===== config.mk =====
export PLATFORM = sky130hd
export DESIGN_NAME = cst_slot_finder
export DESIGN_NICKNAME = d
export VERILOG_FILES = /design/src/sv/cst_slot_finder.sv
export SDC_FILE = /design/constraint.sdc
export NUM_CORES = 1
export LEC_CHECK = 0
export ABC_AREA = 1
export BUFFER_PORTS_ARGS = -buffer_cell sky130_fd_sc_hd__clkbuf_2
export CAP_MARGIN = 15
export CELL_PAD_IN_SITES_DETAIL_PLACEMENT = 0
export CELL_PAD_IN_SITES_GLOBAL_PLACEMENT = 1
export CORE_ASPECT_RATIO = 1.5
export CORE_MARGIN = 5
export CORE_UTILIZATION = 39
export DETAILED_ROUTE_END_ITERATION = 8
export GPL_ROUTABILITY_DRIVEN = 0
export PLACE_DENSITY = 0.75
export SLEW_MARGIN = 10
export SYNTH_ARGS = -nofsm -noshare
export SYNTH_HDL_FRONTEND = slang
export SYNTH_SLANG_ARGS = --single-unit

===== constraint.sdc =====
create_clock -name clock -period 6.3 [get_ports clock]
set_input_delay 1.26 -clock clock [delete_from_list [all_inputs] [get_ports clock]]
set_output_delay 1.26 -clock clock [all_outputs]
set_load 0.03 [all_outputs]

===== src/sv/cst_slot_finder.sv =====
// ----------------------------------------------------------------------------
// cst_slot_finder
// in-use flags and lowest free slot search with a registered result
// ----------------------------------------------------------------------------
`default_nettype none
module cst_slot_finder #(
   parameter int NumSlots = 128,
   parameter int SlotBits = 7
) (
   input  wire logic                clock,
   input  wire logic                reset,
   input  wire logic                set_en,
   input  wire logic                clr_en,
   input  wire logic [SlotBits-1:0] wr_slot,
   input  wire logic [SlotBits-1:0] rd_slot,
   output logic                     rd_used,
   output logic                     free_found,
   output logic [SlotBits-1:0]      free_slot
);
   logic [NumSlots-1:0] used_ff;
   logic                found_in;
   logic [SlotBits-1:0] slot_in;

   always_ff @(posedge clock) begin
      if (reset) begin
         used_ff <= '0;
      end else begin
         if (set_en) used_ff[wr_slot] <= 1'b1;
         if (clr_en) used_ff[wr_slot] <= 1'b0;
      end
   end

   assign rd_used = used_ff[rd_slot];

   // priority encode; result registered so the search sits alone in its cycle
   always_comb begin
      found_in = 1'b0;
      slot_in  = '0;
      for (int i = NumSlots - 1; i >= 0; i--) begin
         if (!used_ff[i]) begin
            found_in = 1'b1;
            slot_in  = SlotBits'(i);
         end
      end
   end

   always_ff @(posedge clock) begin
      free_found <= found_in;
      free_slot  <= slot_in;
   end
endmodule
`default_nettype wire


Word level (Yosys, flattened, before mapping). Cells that the tools add are included.

Bits in latches: 0. Register bits: 136. Output and inout port bits: 9. Memories kept: 0. RAM bits: 0. Input port bits: 18. Logic and storage cells: 158. ROM bits: 0.

Equality and inequality tests: 0. Magnitude comparators: 3. Bitwise operators: 3. Multiplexer cells: 135. Divide/modulo/power cells: 0. Add/sub/neg operators: 0. Shift operators: 0. $mul: 0. Reduce and logical (&&, ||, !) cells: 8.

Operators with widths (count): $mux 7 (64); $mux 128 (3); $mux 6 (32); $and 128x128->128 (1); $not 128->128 (1); $or 128x128->128 (1); $reduce_and 127->1 (1); $mux 5 (16); $reduce_and 64->1 (1); $mux 4 (8); $reduce_and 32->1 (1); $lt 7x8->1 const B (2); $reduce_and 16->1 (1); $mux 3 (4); $reduce_and 8->1 (1); $bmux 1 s7 (1); $demux 1 s7 (1); $ge 7x1->1 const B (1); $mux 1 (4); $mux 2 (2); $reduce_and 4->1 (1); $reduce_and 2->1 (1); $logic_and 1x1->1 (1).

Depth between registers and ports, before layout. Gate-level depths: netlist (run 1).

Depth after elaboration: 127. Gate-level depth with buffers: 127. Depth with buffers taken out: 127.

Worst setup path after synthesis (run 1). Ideal clock, no wire load.

Path kind: reg2reg. From: register used_ff[127]. To: register free_slot[0]. Setup time: 0.116 ns. Setup slack: 0.418 ns. Buffers on the path: 0. Arrival: 5.765 ns. Period minus slack after synthesis: 5.882 ns. Data required time: 6.184 ns. Stages on the path, launching flop included: 128. Cell sequence: dfxtp_1 -> inv_1 -> nand2_1 -> nand2_1 -> nand2_1 -> nand2_1 -> nand2_1 -> nand2_1 -> nand2_1 -> nand2_1 -> nand2_1 -> nand2_1 -> nand2_1 -> nand2_1 -> nand2_1 -> nand2_1 -> nand2_1 -> nand2_1 -> [92 not listed] -> nand2_1 -> nand2_1 -> nand2_1 -> nand2_1 -> nand2_1 -> nand2_1 -> nand2_1 -> nand2_1 -> nand2_1 -> nand2_1 -> nand2_1 -> nand2_1 -> nand2_1 -> nand2_1 -> nand2_1 -> nand2_1 -> nand2_1 -> a21oi_2.

Longest elaborated chain between the ends: 127.

Ends and longest elaborated chain: from (decl) (line 20) `logic [NumSlots-1:0] used_ff;`; from (signal assigned) (line 26) `used_ff <= '0;`; from (signal, indexed assignment) (line 28) `if (set_en) used_ff[wr_slot] <= 1'b1;`; from (signal, indexed assignment) (line 29) `if (clr_en) used_ff[wr_slot] <= 1'b0;`; $mux 7 (64 in a row) (line 40) `if (!used_ff[i]) begin`; $mux 6 (32 in a row) (line 40); $mux 5 (16 in a row) (line 40); $mux 4 (8 in a row) (line 40); $mux 3 (4 in a row) (line 40); $mux 2 (2 in a row) (line 40); $mux 1 (line 40); to (signal assigned) (line 49) `free_slot <= slot_in;`; to (decl) (line 18) `output logic [SlotBits-1:0] free_slot`.

No other way between the ends. A chain may end at the register's enable or synchronous reset.

Final worst setup path (run 1). Ends and elaborated chain as after synthesis.

==> metrics.yaml, run 1 <==
clk_root_buffer_cell: "clkbuf_16"
synth_top_area_share_pct: 33.9
die_x_um: 127
first_pass_iters: 5
vias: 8924
antenna_left: 0
core_um2: 20300
crit_fanout: 2
whs_ns: 0.498
vias_per_cell: 5.45
violations: "setup timing"
avgRoutedWirePerCell_um: 17.2
grt_pass1_vias: 8285
synthesis.instances: 1361
hold_buffers: 0
tightest_slew_ns: 1.07
reg2reg_slack_ns: -0.39
yosys.area.top_type: "dfxtp_1"
port_buffers: 26
antenna_found_initial: 0
ys.flop_type: "dfxtp_1"
cp-start-kind: "flop"
final_hold_viol_count: 0
grt_first_pass_wirelength_um: 44800
crit_required_ns: 6.63
crit_top_cell: "nand2_1"
grt_max_degree: 78
hp-class: "flop to flop"
fin_crit_ns: 6.69
synth_nets: 1379
synth_common_cells: "372 x nand2_1, 316 x nor2_1, 197 x o21ai_0"
rr_startpoint: "used_ff[127]"
min_period_over_period_pct: 106
path_class: "flop to flop"
yosys_register_bits: 136
p_int_w: 0.00166
drive_gt1_share_pct: 7.28
n_antenna_cell: 0
postCtsSetupBuffers: 0
whs_path_depth: 1
final_nets: 1379
clock_sinks: 136
netlist_area_um2: 8020
clock_path_buffers: 2
netSwitchingPower_w: 0.000550
critPathArrivalTime_ns: 7.02
area_delta_synth_final_pct: 14.2
cp_slowest_stage_delay_ns: 0.33
place_hpwl_um: 17800
cp_slowest_cell: "dfxtp_2"
r2r_cells: 127
hold_start: "used_ff[1]"
slew_viol_final: 0
ir_drop_uv: 181
yosys_warnings: 0
p_leak_nw: 2.99
status: "complete, but fails checks"
tritoncts: "done"
p_clk_share_pct: 52.9
synth_edf_count: 0
p_sw_share_pct: 24.9
p_seq_share_pct: 39.1
yosysMostFrequentCell: "nand2_1"
cts_buffers: 17
rsz0062_at_grt: "true"
clk-insertion-delay-late_ns: 0.44
setup_viol: 1
slew_headroom_pct: 28.1
skew_ns: 0.00649
r2r-end: "free_slot[0]"
gr-total-overflow: 0
cap_violations: 0
crit_path_end_kind: "flop"
synthTopCellsByArea: "dfxtp_1 34%, nand2_1 17%, nor2_1 15%"
fmax_mhz: 149
grt.total_usage_pct: 24.1
cts_htree_levels: 4
pwr-share-comb_pct: 8.0
initial_core_util_pct: 39.4
die_h_um: 186
die-area_um2: 23600
wirelength_um: 28100
async_reset_ff_share_pct: 0
yosysSeqAreaShare_pct: 33.9
crit_start: "used_ff[127]"
synth_cell_types: 26
totalPowerFinal_w: 0.00221
path_clk_slew_ns: 0.06
min_to: "free_slot[0]"
post-route-drc-count: 0
ios: 27
drt_iter0_drc: 641
syn_area_per_cell_um2: 5.89
cellPowerDensity_nw_per_um2: 242
rows: 64
worst_slack_ns: -0.389
==> cell families after synthesis <==
| group | Yosys count | share of synthesized area (%) |
|---|---|---|
| flip-flops | 136 | 33.9 |
| AND/OR/NAND/NOR | 716 | 34.0 |
| AO/OA/AOI/OAI | 354 | 24.8 |
| buffers and inverters | 155 | 7.25 |
==> worst max path at each step <==
stage / endpoint / slack [ns]
2_1_floorplan: free_slot[0] / 0.42
3_3_place_gp: free_slot[0] / -0.44
3_5_place_dp: free_slot[0] / -0.37
4_1_cts: free_slot[0] / -0.44
5_1_grt: free_slot[0] / -1.71
6_report: free_slot[0] / -0.39
==> layer usage <==
| metal | up-vias | track usage (%) | routed length, um | part of all wire (%) |
|---|---|---|---|---|
| li1 | 4495 | - | - | - |
| met1 | 4136 | 29.8 | 12200 | 44 |
| met2 | 238 | 41.8 | 13600 | 48 |
| met3 | 55 | 3.88 | 1390 | 4.9 |
| met4 | 0 | 9.53 | 903 | 3.2 |
| met5 | - | 0 | 0 | 0 |
==> stage by stage <==
| step | util [%] | setup slack (ns) | cells | TNS, ns | cell area (um2) |
|---|---|---|---|---|---|
| after global placement | 41.7 | -0.441 | 1606 | -0.441 | 8490 |
| after floorplan | - | 0.418 | 1361 | 0 | 8020 |
| final | 45.1 | -0.389 | 1638 | -0.389 | 9160 |
| after CTS | 45.1 | -0.441 | 1638 | -0.441 | 9160 |
| after global routing | 45.1 | -1.71 | 1638 | -1.71 | 9160 |
| after detailed placement | 41.7 | -0.372 | 1606 | -0.372 | 8490 |
==> worst max-delay path, delay by kind of cell, from the launching register on <==
| family | cells | cell delay (ns) |
|---|---|---|
| and+or+nand+nor | 125 | 6.05 |
| buffers and inverters | 1 | 0.03 |
| AOI/OAI and AO/OA | 1 | 0.05 |
| DFF | 1 | 0.33 |
==> area by class of cell <==
cell class / count / area, um2
fill: 2228 / 11200
sequential: 136 / 2720
multi-input combinational: 1070 / 4770
inverter: 82 / 308
clock buffer: 20 / 457
timing repair buffer: 54 / 355
tap: 264 / 330
clock inverter: 12 / 220
==> layout by cell type (no fill, tap or decap), drive strengths merged, types with 2 or more instances in the layout <==
| master | netlist | layout |
|---|---|---|
| nand3 | 11 | 11 |
| inv | 79 | 82 |
| o21ai | 197 | 197 |
| a21oi | 48 | 48 |
| o22ai | 61 | 61 |
| o221ai | 6 | 6 |
| a311oi | 8 | 8 |
| nor3 | 13 | 13 |
| a31oi | 12 | 12 |
| o21bai | 3 | 3 |
| clkbuf | 64 | 44 |
| or2 | 2 | 2 |
| nor2 | 316 | 316 |
| buf | 9 | 30 |
| nand2 | 372 | 372 |
| clkinv | 3 | 5 |
| dfxtp | 136 | 136 |
| a221oi | 9 | 9 |
| a211oi | 6 | 6 |
| bufinv | 0 | 6 |
==> sequential cells by signal (all words and copies together), names as in the netlist <==
name        flops
used_ff       128
free_slot       7
free_found      1
==> power groups by stage <==
stage | Combinational (W) | Clock [W] | Sequential (W)
after floorplan | 0.000105 | 0 | 0.000885
after global placement | 0.000175 | 0 | 0.000886
after detailed placement | 0.000175 | 0 | 0.000886
after CTS | 0.000175 | 0.00119 | 0.000866
after global routing | 0.000190 | 0.00123 | 0.000867
final | 0.000177 | 0.00117 | 0.000867
==> repair_timing <==
item / CTS / global route
endpoints found under the setup margin: 1 / 1
pin swaps: 0 / 2
gates resized for setup: 2 / 0
(Power assumes the default switching activity.)
==> run 2: changes to the inputs <==
--- a/config.mk
+++ b/config.mk
@@ -17,2 +17,3 @@
 export GPL_ROUTABILITY_DRIVEN = 0
+export MAX_ROUTING_LAYER = met4
 export PLACE_DENSITY = 0.75
--- a/constraint.sdc
+++ b/constraint.sdc
@@ -3,2 +3,2 @@
 set_output_delay 1.26 -clock clock [all_outputs]
-set_load 0.03 [all_outputs]
+set_load 0.1 [all_outputs]
==> run 2 against run 1 <==
The flow still finishes with violations (setup timing). Cell count is essentially flat. Critical path type unchanged. Clock-buffer cell count rose by 1. Power decreased by 5.2%. Non-clock buffer count rose by 1. Worst hold slack better by 0.0042 ns. Clock skew increased by 0.0033 ns. Design area fell by 0.68%. Flip-flop and latch count unchanged. Register-to-register slack improved by 0.02 ns. First-iteration DRC count is 9.2% higher. Critical path depth unchanged. Critical endpoint unchanged.
==> metrics.yaml, run 2 (synthesis gave the netlist of run 1 again) <==
status: "complete, but fails checks"
violations: "setup timing"
first_pass_iters: 5
setup_viol: 1
die_h_um: 186
final_cell_mix: "372 x nand2_1, 316 x nor2_1, 197 x o21ai_0"
min_to: "free_slot[0]"
postCtsSetupBuffers: 0
crit_top_cell: "nand2_1"
antenna_left: 0
path_class: "flop to flop"
largest_reg_flops: 128
reg2reg_slack_ns: -0.37
p_seq_share_pct: 41.3
p_leak_nw: 2.96
die-area_um2: 23600
port_buffers: 26
final_nets: 1380
p_sw_share_pct: 26.4
skew_ns: 0.00981
rr_startpoint: "used_ff[127]"
p_clk_share_pct: 50.0
tritoncts: "done"
top_register: "used_ff"
cellPowerDensity_nw_per_um2: 231
worst_slack_ns: -0.373
p_int_w: 0.00154
cp_slowest_cell: "dfxtp_2"
post-route-drc-count: 0
ios: 27
whs_path_depth: 2
grt_first_pass_wirelength_um: 45600
die_x_um: 127
antenna_found_initial: 0
core_um2: 20300
clock_sinks: 136
vias: 8906
post_dp_cell_area_um2: 8490
crit_required_ns: 6.62
rsz0062_at_grt: "true"
initial_core_util_pct: 39.4
fin_crit_ns: 6.67
hp-class: "flop to flop"
final_cell_area_um2: 9100
cts_htree_levels: 4
slew_headroom_pct: 28.2
min_period_over_period_pct: 106
path_clk_slew_ns: 0.06
avgRoutedWirePerCell_um: 17.2
grt_max_degree: 82
layout_commonest_cell: "nand2_1"
clock_path_buffers: 2
netSwitchingPower_w: 0.000554
hold_buffers: 0
cp-start-kind: "flop"
drt_iter0_drc: 700
vias_per_cell: 5.43
clk_root_buffer_cell: "clkbuf_16"
ir_drop_uv: 178
fmax_mhz: 150
cts_buffers: 17
r2r_cells: 127
tightest_slew_ns: 1.07
cap_violations: 0
drive_gt1_share_pct: 7.27
final_hold_viol_count: 0
hold_start: "used_ff[0]"
crit_path_end_kind: "flop"
rows: 64
gr-total-overflow: 0
grt.total_usage_pct: 25.2
setup-tns-final_ns: -0.373
pwr-share-comb_pct: 8.7
r2r-end: "free_slot[0]"
critPathArrivalTime_ns: 6.99
n_antenna_cell: 0
reg_top3: "used_ff x128, free_slot x7, free_found x1"
slew_viol_final: 0
crit_fanout: 2
wirelength_um: 28200
clk-insertion-delay-late_ns: 0.43
place_hpwl_um: 17800
grt_pass1_vias: 8536
area_delta_synth_final_pct: 13.5
cts_repair_resize_count: 2
cp_slowest_stage_delay_ns: 0.33
run 2: metrics by stage:
step | setup WS (ns) | cells | hold WS, ns | util, % | total power, W
finish | -0.373 | 1639 | 0.502 | 44.7 | 0.00210
CTS | -0.431 | 1639 | 0.497 | 44.7 | 0.00211
floorplan | 0.418 | 1361 | 0.458 | - | 0.000994
global placement | -0.448 | 1607 | 0.483 | 41.8 | 0.00107
detailed placement | -0.385 | 1607 | 0.485 | 41.8 | 0.00107
global route | -1.75 | 1639 | 0.513 | 44.7 | 0.00217
run 2: routing by layer:
layer | GRT usage (%) | wire [um] | up-vias
li1 | - | - | 4500
met2 | 43.3 | 13800 | 229
met1 | 30.2 | 12200 | 4129
met4 | 8.67 | 837 | 0
met3 | 3.70 | 1340 | 48
met5 | - | 0 | -
run 2: worst max path at each step:
| stage | startpoint | to | depth (start not counted) |
|---|---|---|---|
| after floorplan | used_ff[127] | free_slot[0] | 127 |
| after global placement | used_ff[127] | free_slot[0] | 127 |
| after detailed placement | used_ff[127] | free_slot[0] | 127 |
| after CTS | used_ff[127] | free_slot[0] | 127 |
| after global routing | used_ff[127] | free_slot[0] | 127 |
| final | used_ff[127] | free_slot[0] | 127 |
run 2: cell type report:
type	instances	area, um2
fill	2207	11200
tap	264	330
clock buffer	21	460
inverter	82	308
sequential	136	2720
clock inverter	11	146
timing repair buffer	55	363
multi-input combinational	1070	4770
run 2: power groups by stage:
stage / clock network [W] / logic [W] / registers (W)
3_5_place_dp: 0 / 0.000180 / 0.000886
4_1_cts: 0.00106 / 0.000181 / 0.000866
2_1_floorplan: 0 / 0.000109 / 0.000885
6_report: 0.00105 / 0.000182 / 0.000866
5_1_grt: 0.00110 / 0.000198 / 0.000866
3_3_place_gp: 0 / 0.000181 / 0.000886
run 2: worst max-delay path: cells and delay by family (launching register included):
kind | cells | cell delay, ns
simple gates | 125 | 6.06
flops | 1 | 0.33
compound gates | 1 | 0.05
buf+inv | 1 | 0.03
==> run 3: changes to the inputs <==
- CELL_PAD_IN_SITES_DETAIL_PLACEMENT: 0 -> not set
- CELL_PAD_IN_SITES_GLOBAL_PLACEMENT: 1 -> not set
- CORE_UTILIZATION: 39 -> 40
- PLACE_DENSITY: 0.75 -> 0.57
==> run 3 against run 2 <==
The run still ends with setup timing left. Non-clock buffer count is 1 lower. Fmax down 1.1%. Sequential share of layout area increased by 0.16 points. Wire length up 0.32%. Sequential power hardly changed. Global-route usage rose by 0.16 points. Flip-flop and latch count is the same. Power decreased by 2.2%. Design area shrank 0.52%. Worst hold slack got worse by 0.0023 ns. Critical path depth is the same. Critical endpoint unchanged. Largest cell class unchanged. Largest power group unchanged.
==> metrics.yaml, run 3 (synthesis gave the netlist of run 1 again) <==
die-area_um2: 23000
fmax_mhz: 148
hold_start: "used_ff[0]"
p_int_w: 0.00149
status: "complete, but fails checks"
clk_root_buffer_cell: "clkbuf_16"
cellPowerDensity_nw_per_um2: 227
tightest_slew_ns: 1.04
setup_viol: 1
core_um2: 19800
port_buffers: 26
die_x_um: 126
cp_slowest_stage_delay_ns: 0.33
p_clk_share_pct: 49.0
reg_top3: "used_ff x128, free_slot x7, free_found x1"
drt_iter0_drc: 654
die_h_um: 183
register_area_um2: 2720
antenna_left: 0
grt_pass1_vias: 8508
fin_crit_ns: 6.75
final_hold_viol_count: 0
whs_path_depth: 2
clk-insertion-delay-late_ns: 0.43
multi_input_area_um2: 4760
grt_max_degree: 73
finalNonFillerCells: 1634
slew_headroom_pct: 30.3
p_leak_nw: 2.93
initial_core_util_pct: 40.5
crit_required_ns: 6.63
rows: 63
crit_fanout: 2
post-route-drc-count: 0
p_sw_share_pct: 27.2
cts_htree_levels: 4
crit_path_end_kind: "flop"
nFillCells: 2133
rsz0062_at_grt: "true"
min_period_over_period_pct: 107
first_pass_iters: 7
critPathArrivalTime_ns: 7.07
vias: 8937
place_hpwl_um: 17800
antenna_found_initial: 0
drive_gt1_share_pct: 7.35
slew_viol_final: 0
grt_first_pass_wirelength_um: 44900
rr_startpoint: "used_ff[127]"
reg2reg_slack_ns: -0.45
clock_sinks: 136
hp-class: "flop to flop"
cp-start-kind: "flop"
netSwitchingPower_w: 0.000558
pwr-share-comb_pct: 8.8
setup-tns-final_ns: -0.445
r2r_cells: 127
totalPowerFinal_w: 0.00205
worst_slack_ns: -0.445
tritoncts: "done"
n_antenna_cell: 0
gr-total-overflow: 0
vias_per_cell: 5.47
cp_slowest_cell: "dfxtp_2"
layout_commonest_cell: "nand2_1"
path_clk_slew_ns: 0.06
ios: 27
clock_path_buffers: 2
r2r-end: "free_slot[0]"
min_to: "free_slot[0]"
wirelength_um: 28300
final_nets: 1379
final_cell_mix: "372 x nand2_1, 316 x nor2_1, 197 x o21ai_0"
skew_ns: 0.00921
top_register: "used_ff"
avgRoutedWirePerCell_um: 17.3
p_seq_share_pct: 42.2
ir_drop_uv: 174
path_class: "flop to flop"
violations: "setup timing"
largest_reg_flops: 128
crit_top_cell: "nand2_1"
fin_util_pct: 45.8
area_delta_synth_final_pct: 12.9
dp.cells: 1602
cts_buffers: 17
grt.total_usage_pct: 25.4
cap_violations: 0
==> run 3: changes by cell type in the layout (fill, tap and decap cells not counted), sizes merged <==
cell,before,now
clkbuf,45,42
clkinvlp,2,5
buf,31,30
bufinv,3,2
clkinv,6,7
==> run 3: worst max-delay path by stage <==
stage / start / to / slack (ns) / depth (start not counted)
5_1_grt: used_ff[127] / free_slot[0] / -1.67 / 127
2_1_floorplan: used_ff[127] / free_slot[0] / 0.42 / 127
3_5_place_dp: used_ff[127] / free_slot[0] / -0.39 / 127
4_1_cts: used_ff[127] / free_slot[0] / -0.45 / 127
3_3_place_gp: used_ff[127] / free_slot[0] / -0.42 / 127
6_report: used_ff[127] / free_slot[0] / -0.45 / 127
==> run 3: metrics by stage <==
stage                     cell area, um2  hold WS, ns  setup slack, ns
after floorplan                     8020        0.458            0.418
after global placement              8460        0.484           -0.419
after detailed placement            8460        0.490           -0.390
after CTS                           9050        0.500           -0.449
after global routing                9050        0.529            -1.67
final                               9050        0.500           -0.445
==> run 3: routing by layer <==
metal | vias up | wire, um | GRT usage, %
met5 | - | 0 | -
met4 | 0 | 774 | 9.81
met3 | 56 | 1300 | 4.10
met2 | 244 | 13800 | 42.8
met1 | 4143 | 12400 | 30.3
li1 | 4494 | - | -
==> run 3: area by class of cell <==
type	count	share of cell area, %
Timing Repair Buffer	54	3.79
Multi-Input combinational cell	1070	52.6
Clock inverter	14	1.67
Inverter	82	3.40
Tap cell	260	3.59
Clock buffer	18	4.85
Sequential cell	136	30.1
==> run 3: critical path: cells and delay by family (launching register included) <==
kind                   cells  cell delay [ns]
buffers and inverters      1             0.03
AO/OA/AOI/OAI              1             0.05
AND/OR/NAND/NOR          125             6.11
flip-flops                 1             0.33
==> run 3: what timing repair did <==
item	in CTS	in global routing
endpoints found under the setup margin	1	1
gates resized for setup	2	0
setup buffers	0	0
hold endpoints to repair	0	0
hold buffers	0	0
==> run 3: power groups by stage <==
stage                     Clock, W  Sequential [W]  Combinational [W]
after floorplan                  0        0.000885           0.000109
after global placement           0        0.000886           0.000176
after detailed placement         0        0.000886           0.000177
after CTS                  0.00102        0.000867           0.000177
after global routing       0.00105        0.000867           0.000194
final                      0.00101        0.000867           0.000180
